**src/rtl/core/olars_pkg.sv**
```systemverilog
// shared types and constants of the ordered list block
// used by olars_ctrl, olars_dp and the top level; no dependencies
package olars_pkg;

  localparam int OPC_W = 2;
  localparam int VAL_IN_W = 32;
  localparam int STS_W = 2;
  localparam int CNT_W = 5;

  localparam logic [OPC_W-1:0] OP_APPEND = 2'd0;
  localparam logic [OPC_W-1:0] OP_REMOVE = 2'd1;
  localparam logic [OPC_W-1:0] OP_SEARCH = 2'd2;

  localparam logic [STS_W-1:0] RES_OK        = 2'd0;
  localparam logic [STS_W-1:0] RES_FULL      = 2'd1;
  localparam logic [STS_W-1:0] RES_NOT_FOUND = 2'd2;

  typedef enum logic [1:0] {
    S_IDLE,
    S_SCAN,
    S_SHIFT,
    S_FINISH
  } ctl_state_e;

  // controller to datapath
  typedef struct packed {
    logic             load;
    logic             append_wr;
    logic             shift_wr;
    logic             idx_inc;
    logic             dec_total;
    logic             set_res;
    logic             pos_hit;
    logic [STS_W-1:0] res_status;
    logic             out_load;
  } olars_cmd_t;

  // datapath to controller
  typedef struct packed {
    logic full;
    logic empty;
    logic match;
    logic last;
    logic end_shift;
    logic out_free;
  } olars_sts_t;

endpackage

```
**src/rtl/core/ordered_list_append_remove_search.sv**
```systemverilog
// one request at a time: new requests are held off while the walk over the entry memory runs;
// the next request is taken at the edge where the previous result can first be taken
// the result register lets the next request enter while a result waits to be taken
// reset: asynchronous, clears the list to empty; entry memory has no reset
module ordered_list_append_remove_search import olars_pkg::*; #(
  parameter int CAPACITY    = 16,
  parameter int VALUE_WIDTH = 32
) (
  input  logic                       clk_i,
  input  logic                       rst_ni,
  input  logic                       in_valid_i,
  output logic                       in_stall_o,
  input  logic [OPC_W-1:0]           opcode_i,
  input  logic signed [VAL_IN_W-1:0] value_i,
  output logic                       out_valid_o,
  input  logic                       out_stall_i,
  output logic [STS_W-1:0]           status_o,
  output logic [CNT_W-1:0]           position_o,
  output logic [CNT_W-1:0]           entry_count_o
);

  olars_cmd_t cmd;
  olars_sts_t sts;

  olars_ctrl u_ctrl (
    .clk_i      (clk_i),
    .rst_ni     (rst_ni),
    .in_valid_i (in_valid_i),
    .in_stall_o (in_stall_o),
    .opcode_i   (opcode_i),
    .sts_i      (sts),
    .cmd_o      (cmd)
  );

  olars_dp #(
    .CAPACITY    (CAPACITY),
    .VALUE_WIDTH (VALUE_WIDTH)
  ) u_dp (
    .clk_i         (clk_i),
    .rst_ni        (rst_ni),
    .value_i       (value_i),
    .cmd_i         (cmd),
    .sts_o         (sts),
    .out_valid_o   (out_valid_o),
    .out_stall_i   (out_stall_i),
    .status_o      (status_o),
    .position_o    (position_o),
    .entry_count_o (entry_count_o)
  );

endmodule

```
**src/rtl/core/olars_ctrl.sv**
```systemverilog
// controller state machine of the ordered list: sequences append, scan and shift
// depends on olars_pkg
module olars_ctrl import olars_pkg::*; (
  input  logic             clk_i,
  input  logic             rst_ni,
  input  logic             in_valid_i,
  output logic             in_stall_o,
  input  logic [OPC_W-1:0] opcode_i,
  input  olars_sts_t       sts_i,
  output olars_cmd_t       cmd_o
);

  ctl_state_e       state_q, state_d;
  logic [OPC_W-1:0] op_q, op_d;
  logic             accept;

  assign in_stall_o = (state_q != S_IDLE);
  assign accept     = in_valid_i && (state_q == S_IDLE);
  assign op_d       = accept ? opcode_i : op_q;

  always_ff @(posedge clk_i or negedge rst_ni) begin
    if (!rst_ni) begin
      state_q <= S_IDLE;
      op_q    <= OP_APPEND;
    end else begin
      state_q <= state_d;
      op_q    <= op_d;
    end
  end

  // next state
  always_comb begin
    state_d = state_q;
    unique case (state_q)
      S_IDLE: begin
        if (in_valid_i) begin
          if ((opcode_i == OP_REMOVE || opcode_i == OP_SEARCH) && !sts_i.empty) begin
            state_d = S_SCAN;
          end else begin
            state_d = S_FINISH;
          end
        end
      end
      S_SCAN: begin
        if (sts_i.match) begin
          state_d = (op_q == OP_REMOVE) ? S_SHIFT : S_FINISH;
        end else if (sts_i.last) begin
          state_d = S_FINISH;
        end
      end
      S_SHIFT: begin
        if (sts_i.end_shift) begin
          state_d = S_FINISH;
        end
      end
      S_FINISH: begin
        if (sts_i.out_free) begin
          state_d = S_IDLE;
        end
      end
      default: state_d = S_IDLE;
    endcase
  end

  // commands
  always_comb begin
    cmd_o = '0;
    unique case (state_q)
      S_IDLE: begin
        if (in_valid_i) begin
          cmd_o.load = 1'b1;
          unique case (opcode_i)
            OP_APPEND: begin
              cmd_o.set_res = 1'b1;
              if (sts_i.full) begin
                cmd_o.res_status = RES_FULL;
              end else begin
                cmd_o.append_wr  = 1'b1;
                cmd_o.res_status = RES_OK;
              end
            end
            OP_REMOVE, OP_SEARCH: begin
              if (sts_i.empty) begin
                cmd_o.set_res    = 1'b1;
                cmd_o.res_status = RES_NOT_FOUND;
              end
            end
            default: begin
              cmd_o.set_res    = 1'b1;
              cmd_o.res_status = RES_OK;
            end
          endcase
        end
      end
      S_SCAN: begin
        if (sts_i.match) begin
          if (op_q == OP_REMOVE) begin
            cmd_o.idx_inc = 1'b1;
          end else begin
            cmd_o.set_res    = 1'b1;
            cmd_o.pos_hit    = 1'b1;
            cmd_o.res_status = RES_OK;
          end
        end else if (sts_i.last) begin
          cmd_o.set_res    = 1'b1;
          cmd_o.res_status = RES_NOT_FOUND;
        end else begin
          cmd_o.idx_inc = 1'b1;
        end
      end
      S_SHIFT: begin
        if (sts_i.end_shift) begin
          cmd_o.dec_total  = 1'b1;
          cmd_o.set_res    = 1'b1;
          cmd_o.res_status = RES_OK;
        end else begin
          cmd_o.shift_wr = 1'b1;
          cmd_o.idx_inc  = 1'b1;
        end
      end
      S_FINISH: begin
        cmd_o.out_load = sts_i.out_free;
      end
      default: cmd_o = '0;
    endcase
  end

`ifndef SYNTHESIS
  // gap closing only ever follows a remove
  assert property (@(posedge clk_i) disable iff (!rst_ni)
    (state_q == S_SHIFT) |-> (op_q == OP_REMOVE))
    else $error("shift walk without a remove request");

  // result register is never overwritten while still held
  assert property (@(posedge clk_i) disable iff (!rst_ni)
    cmd_o.out_load |-> sts_i.out_free)
    else $error("result loaded while previous one still waits");

  // a scan only runs over a list that holds entries
  assert property (@(posedge clk_i) disable iff (!rst_ni)
    (state_q == S_SCAN) |-> !sts_i.empty)
    else $error("scan over an empty list");
`endif

endmodule

```
**src/rtl/core/olars_dp.sv**
```systemverilog
// datapath of the ordered list: entry memory, entry count, walk index, result register
// depends on olars_pkg
module olars_dp import olars_pkg::*; #(
  parameter int CAPACITY    = 16,
  parameter int VALUE_WIDTH = 32
) (
  input  logic                       clk_i,
  input  logic                       rst_ni,
  input  logic signed [VAL_IN_W-1:0] value_i,
  input  olars_cmd_t                 cmd_i,
  output olars_sts_t                 sts_o,
  output logic                       out_valid_o,
  input  logic                       out_stall_i,
  output logic [STS_W-1:0]           status_o,
  output logic [CNT_W-1:0]           position_o,
  output logic [CNT_W-1:0]           entry_count_o
);

  localparam int CW = $clog2(CAPACITY + 1);
  localparam int AW = (CAPACITY > 1) ? $clog2(CAPACITY) : 1;
  localparam logic [CW-1:0] CAP_CW = CW'(CAPACITY);

  logic [VALUE_WIDTH-1:0] mem [CAPACITY];
  logic [VALUE_WIDTH-1:0] rd_data_q;
  logic [VALUE_WIDTH-1:0] val_q, val_d, val_in;
  logic [63:0]            val_ext;
  logic [CW-1:0]          total_q, total_d;
  logic [CW-1:0]          idx_q, idx_d, idx_nx, idx_m1;
  logic                   wr_en, rd_en;
  logic [AW-1:0]          wr_addr, rd_addr;
  logic [VALUE_WIDTH-1:0] wr_data;
  logic [STS_W-1:0]       res_status_q, res_status_d;
  logic [CNT_W-1:0]       res_pos_q, res_pos_d;
  logic [31:0]            pos_ext, total_ext;
  logic                   out_vld_q, out_vld_d;
  logic [STS_W-1:0]       out_status_q;
  logic [CNT_W-1:0]       out_pos_q, out_count_q;

  // only the low bits of the operand take part
  assign val_ext = 64'($unsigned(value_i));
  assign val_in  = val_ext[VALUE_WIDTH-1:0];
  assign val_d   = cmd_i.load ? val_in : val_q;

  assign idx_nx = idx_q + CW'(1);
  assign idx_m1 = idx_q - CW'(1);
  assign idx_d  = cmd_i.load ? '0 : (cmd_i.idx_inc ? idx_nx : idx_q);

  always_comb begin
    total_d = total_q;
    if (cmd_i.append_wr) begin
      total_d = total_q + CW'(1);
    end else if (cmd_i.dec_total) begin
      total_d = total_q - CW'(1);
    end
  end

  // read follows the next index so rd_data_q lines up with idx_q
  assign rd_en   = (idx_d < CAP_CW);
  assign rd_addr = idx_d[AW-1:0];
  assign wr_en   = cmd_i.append_wr || cmd_i.shift_wr;
  assign wr_addr = cmd_i.append_wr ? total_q[AW-1:0] : idx_m1[AW-1:0];
  assign wr_data = cmd_i.append_wr ? val_in : rd_data_q;

  always_ff @(posedge clk_i) begin
    if (wr_en) begin
      mem[wr_addr] <= wr_data;
    end
    if (rd_en) begin
      rd_data_q <= mem[rd_addr];
    end
  end

  assign pos_ext      = 32'(idx_nx);
  assign res_status_d = cmd_i.set_res ? cmd_i.res_status : res_status_q;
  assign res_pos_d    = cmd_i.set_res ? (cmd_i.pos_hit ? pos_ext[CNT_W-1:0] : '0) : res_pos_q;

  always_ff @(posedge clk_i or negedge rst_ni) begin
    if (!rst_ni) begin
      total_q <= '0;
      idx_q   <= '0;
    end else begin
      total_q <= total_d;
      idx_q   <= idx_d;
    end
  end

  always_ff @(posedge clk_i) begin
    val_q        <= val_d;
    res_status_q <= res_status_d;
    res_pos_q    <= res_pos_d;
  end

  assign sts_o.full      = (total_q == CAP_CW);
  assign sts_o.empty     = (total_q == '0);
  assign sts_o.match     = (rd_data_q == val_q);
  assign sts_o.last      = (idx_nx >= total_q);
  assign sts_o.end_shift = (idx_q >= total_q);
  assign sts_o.out_free  = !out_vld_q || !out_stall_i;

  // result register
  assign total_ext = 32'(total_q);

  always_comb begin
    if (cmd_i.out_load) begin
      out_vld_d = 1'b1;
    end else if (!out_stall_i) begin
      out_vld_d = 1'b0;
    end else begin
      out_vld_d = out_vld_q;
    end
  end

  always_ff @(posedge clk_i or negedge rst_ni) begin
    if (!rst_ni) begin
      out_vld_q <= 1'b0;
    end else begin
      out_vld_q <= out_vld_d;
    end
  end

  always_ff @(posedge clk_i) begin
    if (cmd_i.out_load) begin
      out_status_q <= res_status_q;
      out_pos_q    <= res_pos_q;
      out_count_q  <= total_ext[CNT_W-1:0];
    end
  end

  assign out_valid_o   = out_vld_q;
  assign status_o      = out_status_q;
  assign position_o    = out_pos_q;
  assign entry_count_o = out_count_q;

`ifndef SYNTHESIS
  assert property (@(posedge clk_i) disable iff (!rst_ni)
    total_q <= CAP_CW)
    else $error("entry count beyond capacity");

  assert property (@(posedge clk_i) disable iff (!rst_ni)
    cmd_i.append_wr |-> !sts_o.full)
    else $error("append written into a full list");

  assert property (@(posedge clk_i) disable iff (!rst_ni)
    cmd_i.dec_total |-> (!sts_o.empty && $past(cmd_i.shift_wr || cmd_i.idx_inc)))
    else $error("remove finished without a preceding walk");
`endif

endmodule

```
**config.mk**
```make
export PLATFORM = sky130hd
export DESIGN_NAME = ordered_list_append_remove_search
export DESIGN_NICKNAME = d
export VERILOG_FILES = /design/src/rtl/core/olars_pkg.sv /design/src/rtl/core/ordered_list_append_remove_search.sv /design/src/rtl/core/olars_ctrl.sv /design/src/rtl/core/olars_dp.sv
export SDC_FILE = /design/constraint.sdc
export NUM_CORES = 1
export LEC_CHECK = 0
export BUFFER_PORTS_ARGS = -buffer_cell sky130_fd_sc_hd__buf_4
export CORE_MARGIN = 1.5
export CORE_UTILIZATION = 60
export DETAILED_ROUTE_END_ITERATION = 8
export GPL_ROUTABILITY_DRIVEN = 0
export MAX_ROUTING_LAYER = met4
export PLACE_DENSITY = 0.86
export RECOVER_POWER = 100
export SYNTH_ARGS = -nofsm -noshare
export SYNTH_HDL_FRONTEND = slang
export SYNTH_HIERARCHICAL = 1
export SYNTH_SLANG_ARGS = --single-unit
```
**constraint.sdc**
```tcl
create_clock -name clk_i -period 5.45 [get_ports clk_i]
set_input_delay 0.545 -clock clk_i [delete_from_list [all_inputs] [get_ports clk_i]]
set_output_delay 0.545 -clock clk_i [all_outputs]
set_load 0.01 [all_outputs]
```
==> results of run 1 <==
==> critical path, delay by kind of cell, from the launching register on <==
| kind | cells | cell delay (ns) |
|---|---|---|
| fa+ha+maj | 1 | 0.21 |
| xor+xnor | 1 | 0.25 |
| flops | 1 | 0.62 |
| simple gates | 3 | 0.59 |
| compound gates | 9 | 1.90 |
| buf+inv | 4 | 1.47 |
==> what timing repair did <==
action | in CTS | in global routing
hold buffers | 1 | 0
resized for setup | 0 | 0
setup buffers | 0 | 0
endpoints found under the hold margin | 15 | 0
==> per-stage QoR <==
stage          hold WS, ns  util, %  instances  cell area [µm²]  power (mW)
2_1_floorplan        0.249        -       1584            25500        12.9
3_3_place_gp         0.403     63.9       2110            26800        15.0
3_5_place_dp         0.409     63.9       2110            26800        15.4
4_1_cts             0.0914     68.4       2216            28700        19.5
5_1_grt              0.130     67.7       2216            28400        20.2
6_report             0.132     67.7       2216            28400        19.5
==> state kept, by name, indices dropped and copies added, names as in the netlist <==
name	cells
u_dp/res_status_q	2
u_dp/entry_count_o	5
u_dp/idx_q	5
u_ctrl/state_q	2
u_dp/status_o	2
u_dp/position_o	5
u_dp/rd_data_q	32
u_ctrl/op_q	2
u_dp/total_q	5
u_dp/res_pos_q	5
u_dp/out_valid_o	1
u_dp/val_q	32
u_dp/mem	512
==> per-layer routing <==
metal / GRT usage [%] / up-vias
met5: - / -
met4: 15.6 / 0
met3: 6.91 / 246
met2: 47.2 / 1236
met1: 38.8 / 7752
li1: - / 6381
==> cells in the final DEF (no fill, tap or decap), types with 6 or more instances in the layout <==
cell type,n
sky130_fd_sc_hd__xnor2_1,6
sky130_fd_sc_hd__inv_1,16
sky130_fd_sc_hd__buf_4,28
sky130_fd_sc_hd__a2111oi_0,30
sky130_fd_sc_hd__nor4_1,8
sky130_fd_sc_hd__clkbuf_1,52
sky130_fd_sc_hd__a32o_1,30
sky130_fd_sc_hd__clkbuf_2,9
sky130_fd_sc_hd__a21oi_1,71
sky130_fd_sc_hd__and2_0,7
sky130_fd_sc_hd__mux2_1,33
sky130_fd_sc_hd__clkinv_2,11
sky130_fd_sc_hd__bufinv_16,8
sky130_fd_sc_hd__clkinv_1,8
sky130_fd_sc_hd__a22oi_1,31
sky130_fd_sc_hd__a21boi_0,32
sky130_fd_sc_hd__a31o_2,30
sky130_fd_sc_hd__edfxtp_1,595
sky130_fd_sc_hd__a211oi_1,36
sky130_fd_sc_hd__xor2_1,38
sky130_fd_sc_hd__nand2b_1,38
sky130_fd_sc_hd__a21o_1,8
sky130_fd_sc_hd__nand3_1,9
sky130_fd_sc_hd__ha_1,21
sky130_fd_sc_hd__o211ai_1,32
sky130_fd_sc_hd__nor2_4,9
sky130_fd_sc_hd__nand2_1,199
sky130_fd_sc_hd__clkbuf_4,13
sky130_fd_sc_hd__a311o_1,30
sky130_fd_sc_hd__clkbuf_16,57
sky130_fd_sc_hd__buf_12,10
sky130_fd_sc_hd__dfrtp_1,14
sky130_fd_sc_hd__mux4_2,62
sky130_fd_sc_hd__nor2_1,12
==> cell families (layout without fill, tap and decap cells) <==
group | after synthesis | in the layout | synth area share (%)
compound gates | 357 | 357 | 10.7
xor+xnor | 45 | 45 | 1.62
fa+ha+maj | 23 | 23 | 1.16
buf+inv | 130 | 223 | 2.22
flops | 610 | 610 | 71.5
mux | 104 | 104 | 7.30
simple gates | 315 | 315 | 5.56
==> worst max path at each step <==
stage                        startpoint            endpoint  slack [ns]  depth (start not counted)
after floorplan           u_dp/idx_q[0]   u_dp/rd_data_q[0]        0.65                         20
after global placement    u_dp/idx_q[0]  u_dp/rd_data_q[20]        0.59                         18
after detailed placement  u_dp/idx_q[0]  u_dp/rd_data_q[26]        0.45                         18
after CTS                 u_dp/idx_q[0]  u_dp/rd_data_q[26]        0.34                         18
after global routing      u_dp/idx_q[0]   u_dp/rd_data_q[5]        0.02                         18
final                     u_dp/idx_q[0]  u_dp/rd_data_q[30]        0.18                         18
==> power by group <==
part,switching (mW),total [mW],leakage (nW),internal [mW]
Sequential,0.312,6.94,5.63,6.62
Combinational,5.32,8.51,2.65,3.20
Clock,1.69,4.01,0.914,2.33
Total,7.32,19.5,9.19,12.1
==> cell type report <==
cell class	count	area, µm²	area share [%]
multi-input combinational	844	6820	24.0
sequential	610	18200	64.2
timing repair buffer	101	721	2.54
inverter	17	63.8	0.225
clock inverter	33	374	1.32
clock buffer	72	1500	5.29
tap	539	674	2.37
==> summary.md, run 1 <==
| Metric | Value |
|---|---|
| Outcome | `finished, final reports clean` |
| Mean cell area of the mapped netlist | `roughly 16 µm²` |
| Signed area change from the synthesized netlist to the final layout | `11.3%` |
| Leakage power total | `just over 9 nW` |
| Sequential-to-total area share from yosys stat | `a little under three quarters` |
| Height of the die | `between 200 and 250 µm` |
| Count of different cell masters after synthesis | `55` |
| Worst Hold Launch | `value_i[14]` |
| Ranking of synthesized cells by instance count | `595 x sky130_fd_sc_hd__edfxtp_1, 199 x sky130_fd_sc_hd__nand2_1, 76 x sky130_fd_sc_hd__clkbuf_1` |
| Grt total ovfl | `0` |
| Number of filler instances in the final layout | `2,520` |
| Placement Rows | `75` |
| Most area-consuming cells after synthesis | `sky130_fd_sc_hd__edfxtp_1 70%, sky130_fd_sc_hd__mux4_2 5.5%, sky130_fd_sc_hd__nand2_1 2.9%` |
| Power density over cell area | `between 600 and 700 nW/µm²` |
| Worst endpoint required time | `a little under 6 ns` |
| Number of sinks handled by clock tree synthesis | `610` |
| Count of buffers from port buffering | `slightly above 50` |
| Clock latency at the later pin of the worst-skew pair | `roughly 0.62 ns` |
| Net Count, Synth | `1,645` |
| Master cell of the clock root buffer | `sky130_fd_sc_hd__clkbuf_16` |
| Total clock buffers created by CTS | `57` |
| Cell with the biggest individual delay on the critical path | `sky130_fd_sc_hd__dfrtp_4` |
| Ant. Diodes | `0` |
| Largest buffer count on any clock path | `3` |
| Number of max-capacitance violations reported | `0` |
| Post-place setup slack | `0.454 ns` |
| Hpwl dp | `between 30,000 and 40,000 µm` |
| Most area-hungry cell type in the Yosys netlist | `sky130_fd_sc_hd__edfxtp_1` |
| Pin count of the biggest net entering global routing | `a little over 80` |
| Share of final-layout standard cells stronger than drive strength 1 | `about 16%` |
| Stage delay of the slowest cell on the critical path | `0.62 ns` |
| Number of setup violations in the final report | `0` |
| Smallest setup slack after layout | `around 0.18 ns` |
| Routed wire length per instance | `28.9 µm` |
| Initial drt markers | `approximately 2,600` |
| Clock slew at reported path FFs | `~0.070 ns` |
| Worst EP arrival | `5.68 ns` |
| Vias in the first global route | `between 15,000 and 20,000` |
| EDFF count, synth | `595` |
| Worst slew margin | `between 7 and 8%` |
| Reg2Reg Setup Slack | `0.18 ns` |
| Final Max Slew Viols | `0` |
| Crit Path Max Fanout | `53` |
| Instance count along the most critical hold path | `1` |
| Most numerous cell in the Yosys netlist | `sky130_fd_sc_hd__edfxtp_1` |
| Setup repair after global routing missed its margin | `no` |
| Cells traversed along the worst timing path | `inv_1, buf_4, ha_1, a21boi_0, o21a_1, o21a_1, o21ai_0, nand2b_1, or2_2, a21boi_0, o21a_4, xor2_2, nand2b_4, inv_1, buf_12, a21oi_1, o211a_1, o311ai_1` |
| Worst clock skew on the final layout | `~0.018 ns` |
| Total number of vias | `approximately 16,000` |
| Setup CP Type | `flip-flop to flip-flop` |
| Minimum period implied by the final worst setup slack | `~5.3 ns` |
| Routed WL | `around 64,000 µm` |
| DR DRC count | `0` |
| Ratio of final minimum period to clock period | `approximately 97%` |
| YS warnings | `6` |
| Main flop type after synthesis | `sky130_fd_sc_hd__edfxtp_1` |
| Routed length on met1 | `about 22,000 µm` |
| Highest metal layer with signal wires | `met4` |
| Source of the worst register-to-register timing path | `u_dp/idx_q[0]` |
| Synthesized area | `approximately 26,000 µm²` |
| I/O pin count | `52` |
| Via density per instance | `between 7 and 8` |
| CORE AREA | `between 40,000 and 50,000 µm²` |
| Final count of hold timing violations | `0` |
| Crit. End Element | `flip-flop` |
| Nature of the critical path startpoint | `flip-flop` |
| Wire length of the first global-routing pass | `around 96,000 µm` |
| Reg-to-reg endpoint | `u_dp/rd_data_q[30]` |
| Die area | `43,800 µm²` |
| Class of the most critical hold timing path | `primary input to flip-flop` |
| Flip-flop and latch count after synthesis | `610` |
| CTS tree | `done` |
| H-tree levels | `2` |
| Share of the synthesized area in the top cell type | `approximately 70%` |
| Router iterations before antenna repair | `8` |
| Gate count after technology mapping | `1,584` |
| Number of cell instances on the worst register-to-register path | `18` |
| Peak Freq | `roughly 190 MHz` |
| Starting density of the core | `60.9%` |
| Met3 WL | `about 8300 µm` |
| Number of antenna violations at the first check in global routing | `0` |
| Fraction of synthesis flops using an asynchronous set or reset pin | `2.46%` |
| Post-detailed-route count of antenna-violating nets | `0` |
| Layout net count | `between 1,500 and 2,000` |
| Die width | `209 µm` |
| Transition at the pin with the smallest max-transition slack | `1.39 ns` |
| Wire length on met2 | `30,200 µm` |
| Aggregate global-route resource usage | `30.7%` |
| Worst voltage drop across the vdd grid | `approximately 0.00065 V` |
| TNS Setup | `0 ns` |
| Worst min-delay path endpoint | `u_dp/val_q[14]` |
Note: power is estimated with default switching activity, not from simulation.
==> inputs of run 2 (changes only) <==
--- a/config.mk
+++ b/config.mk
@@ -5,6 +5,7 @@
 export SDC_FILE = /design/constraint.sdc
 export NUM_CORES = 1
 export LEC_CHECK = 0
+export ABC_AREA = 1
 export BUFFER_PORTS_ARGS = -buffer_cell sky130_fd_sc_hd__buf_4
 export CORE_MARGIN = 1.5
 export CORE_UTILIZATION = 60
==> run 2 against run 1 <==
Critical path depth fell by 5. Cell area rose by 7.3%. Critical endpoint is now u_dp/mem[14][9]. Clock skew rose by 0.0040 ns. The flow now finishes with violations (capacitance limit, slew limit). Highest routed layer unchanged.
==> summary.md, run 2 <==
| Metric | Value |
|---|---|
| Outcome | `complete, but fails checks` |
| Violated checks | `capacitance limit, slew limit` |
| Placement Rows | `78 (+4.0%)` |
| Worst clock skew on the final layout | `0.0219 ns (+0.00397 ns)` |
| CORE AREA | `45,700 µm² (+8.9%)` |
| Minimum period implied by the final worst setup slack | `5.07 ns (-0.200 ns)` |
| Clock slew at reported path FFs | `0.06 ns (about the same)` |
| Largest register FFs | `512 (unchanged)` |
| Master cell of the clock root buffer | `sky130_fd_sc_hd__clkbuf_16` |
| Die width | `219 µm (+4.5%)` |
| Router iterations before antenna repair | `6 (-2)` |
| Final total power | `20.2 mW (+3.6%)` |
| Sequential-to-total area share from yosys stat | `65.4% (-6.1 points)` |
| Count of buffers from port buffering | `51 (unchanged)` |
| Peak Freq | `197 MHz (+4.0%)` |
| Post-detailed-route count of antenna-violating nets | `0 (unchanged)` |
| Worst slew margin | `-5.01% (-12 points)` |
| Routed WL | `71,800 µm (+12%)` |
| Final count of hold timing violations | `0 (unchanged)` |
| Transition at the pin with the smallest max-transition slack | `1.58 ns (+0.187 ns)` |
| Main flop type after synthesis | `sky130_fd_sc_hd__edfxtp_1` |
| Aggregate global-route resource usage | `31.0% (+0.39 points)` |
| Starting density of the core | `61.1% (+0.23 points)` |
| Commonest non-fill, non-tap cell in the layout | `sky130_fd_sc_hd__edfxtp_1` |
| H-tree levels | `2 (unchanged)` |
| I/O pin count | `52 (unchanged)` |
| Ranking of synthesized cells by instance count | `595 x sky130_fd_sc_hd__edfxtp_1, 571 x sky130_fd_sc_hd__inv_1, 462 x sky130_fd_sc_hd__nand3_1` |
| # resized after CTS | `0 (unchanged)` |
| Crit Path Max Fanout | `32 (-40%)` |
| Area used by multi-input combinational logic | `6790 µm² (-0.57%)` |
| Worst endpoint required time | `5.68 ns (-0.18 ns)` |
| Number of setup violations in the final report | `0 (unchanged)` |
| Highest metal layer with signal wires | `met4` |
| Grt total ovfl | `0 (unchanged)` |
| Ratio of final minimum period to clock period | `92.9% (-3.7 points)` |
| Class of the most critical hold timing path | `primary input to flip-flop` |
| Count of different cell masters after synthesis | `33 (-40%)` |
| Wire length on met2 | `33,900 µm (+12%)` |
| YS warnings | `6 (unchanged)` |
| Most area-hungry cell type in the Yosys netlist | `sky130_fd_sc_hd__edfxtp_1` |
| Height of the die | `219 µm (+4.5%)` |
| Register Area | `18,200 µm² (about the same)` |
| Buffers inserted by post-CTS timing repair | `0 (unchanged)` |
| Registers with the most flip-flops | `u_dp/mem: 512 flops, u_dp/rd_data_q: 32 flops, u_dp/val_q: 32 flops` |
| Worst EP arrival | `5.30 ns (-0.38 ns)` |
| Synthesized area | `27,900 µm² (+9.3%)` |
| Wire length of the first global-routing pass | `109,000 µm (+14%)` |
| Final Max Slew Viols | `119 (+119)` |
| Signed area change from the synthesized netlist to the final layout | `9.28%` |
| Mean cell area of the mapped netlist | `10.5 µm² (-35%)` |
| Routed length on met1 | `25,000 µm (+11%)` |
| Most area-consuming cells after synthesis | `sky130_fd_sc_hd__edfxtp_1 64%, sky130_fd_sc_hd__nand3_1 8.3%, sky130_fd_sc_hd__inv_1 7.7%` |
| Number of filler instances in the final layout | `3,135 (+24%)` |
| Layout net count | `2,726 (+61%)` |
| Most frequent cells in the layout | `595 x sky130_fd_sc_hd__edfxtp_1, 573 x sky130_fd_sc_hd__inv_1, 463 x sky130_fd_sc_hd__nand3_1, 413 x sky130_fd_sc_hd__nand2_1, 260 x sky130_fd_sc_hd__nand4_1` |
| Vias in the first global route | `19,900 (+25%)` |
| Number of sinks handled by clock tree synthesis | `610 (unchanged)` |
| Biggest register | `u_dp/mem` |
| Share of final-layout standard cells stronger than drive strength 1 | `5.90% (-10 points)` |
| Net Count, Synth | `2,725 (+66%)` |
| Leakage power total | `12.8 nW (+39%)` |
| Nature of the critical path startpoint | `flip-flop` |
| Number of antenna violations at the first check in global routing | `1 (+1)` |
| Crit. End Element | `flip-flop` |
| Pin count of the biggest net entering global routing | `153 (+89%)` |
| Die area | `47,800 µm² (+9.2%)` |
| TNS Setup | `0 ns (unchanged)` |
| Total number of vias | `20,500 (+31%)` |
| Via density per instance | `6.18 (-12%)` |
| Worst voltage drop across the vdd grid | `0.000583 V (-11%)` |
| Share of the synthesized area in the top cell type | `64.0% (-6.0 points)` |
| Fraction of synthesis flops using an asynchronous set or reset pin | `2.46% (unchanged)` |
| CTS tree | `done` |
| Hpwl dp | `38,200 µm (+12%)` |
| Total clock buffers created by CTS | `57 (unchanged)` |
| Flip-flop and latch count after synthesis | `610 (unchanged)` |
| Power density over cell area | `662 nW/µm² (-3.4%)` |
| Most numerous cell in the Yosys netlist | `sky130_fd_sc_hd__edfxtp_1` |
| DR DRC count | `0 (unchanged)` |
| Largest buffer count on any clock path | `3 (unchanged)` |
| Clock latency at the later pin of the worst-skew pair | `0.61 ns (about the same)` |
| Setup CP Type | `flip-flop to flip-flop` |
| Gate count after technology mapping | `2,664 (+68%)` |
| Met3 WL | `9730 µm (+17%)` |
| Routed wire length per instance | `21.7 µm (-25%)` |
| EDFF count, synth | `595 (unchanged)` |
| Setup repair after global routing missed its margin | `no` |
| Number of max-capacitance violations reported | `8 (+8)` |
| Initial drt markers | `3,289 (+25%)` |
==> run 2: timing repair <==
action	4_1_cts	5_1_grt
endpoints found under the setup margin	0	0
hold buffers	1	0
hold endpoints to repair	15	0
==> run 2: final timing paths <==
| kind | from | endpoint | slack (ns) | depth (start not counted) |
|---|---|---|---|---|
| setup / recovery | u_ctrl/state_q[1] | u_dp/mem[14][9] | 0.38 | 13 |
| hold / removal | value_i[17] | u_dp/val_q[17] | 0.15 | 1 |
| setup reg to reg | u_ctrl/state_q[1] | u_dp/mem[14][9] | 0.38 | 13 |
| hold reg to reg | u_dp/res_status_q[1] | u_dp/status_o[1] | 0.41 | 0 |
| max in group asynchronous | rst_ni | u_dp/total_q[4] | 4.29 | 2 |
| min in group asynchronous | rst_ni | u_dp/idx_q[4] | 0.59 | 2 |
==> run 2: critical path, stage by stage, from the launching register on <==
cell	delay (ns)
sky130_fd_sc_hd__dfrtp_1	0.44
sky130_fd_sc_hd__inv_1	0.15
sky130_fd_sc_hd__ha_1	0.23
sky130_fd_sc_hd__nand2_1	0.19
sky130_fd_sc_hd__nor3_1	0.34
sky130_fd_sc_hd__buf_4	0.44
sky130_fd_sc_hd__inv_1	0.10
sky130_fd_sc_hd__clkbuf_1	0.47
sky130_fd_sc_hd__nand2_1	0.23
sky130_fd_sc_hd__o21ai_0	0.17
sky130_fd_sc_hd__inv_1	0.15
sky130_fd_sc_hd__nand2_1	0.17
sky130_fd_sc_hd__nor2_1	0.86
sky130_fd_sc_hd__clkbuf_4	0.72
==> run 2: cell families (layout without fill, tap and decap cells) <==
family	after synthesis	after routing	synth area share (%)
buffers and inverters	747	795	10.7
AND/OR/NAND/NOR	1206	1206	20.9
XOR/XNOR	32	32	1.00
AO/OA/AOI/OAI	46	46	0.933
adder cells (fa/ha/maj)	23	23	1.06
other	0	1	0
flip-flops	610	610	65.4
==> run 2: through the flow <==
| stage | hold WS, ns | std cells | util (%) | area (µm²) | setup WS [ns] |
|---|---|---|---|---|---|
| 3_3_place_gp | 0.401 | 3205 | 63.7 | 29100 | 0.941 |
| 4_1_cts | 0.108 | 3312 | 67.6 | 30900 | 0.746 |
| 5_1_grt | 0.141 | 3313 | 66.7 | 30500 | 0.190 |
| 2_1_floorplan | 0.249 | 2664 | - | 27900 | 1.85 |
| 3_5_place_dp | 0.407 | 3205 | 63.7 | 29100 | 0.791 |
| 6_report | 0.151 | 3313 | 66.7 | 30500 | 0.385 |
==> run 2: layer usage <==
| metal | global-route usage, % | vias to the layer above |
|---|---|---|
| li1 | - | 9003 |
| met1 | 39.8 | 9574 |
| met5 | - | - |
| met2 | 47.4 | 1614 |
| met4 | 15.5 | 0 |
| met3 | 6.26 | 281 |
==> run 2: layout make-up <==
type	count	share of cell area, %
Tap cell	600	2.46
Inverter	576	7.11
Clock inverter	26	0.784
Multi-Input combinational cell	1307	22.3
Clock buffer	80	5.03
Antenna cell	1	0.00821
Sequential cell	610	59.8
Timing Repair Buffer	113	2.51
==> run 2: power breakdown <==
part	total, mW	internal [mW]	switching, mW
Combinational	9.33	2.54	6.79
Sequential	7.01	6.72	0.287
Clock	3.83	2.15	1.68
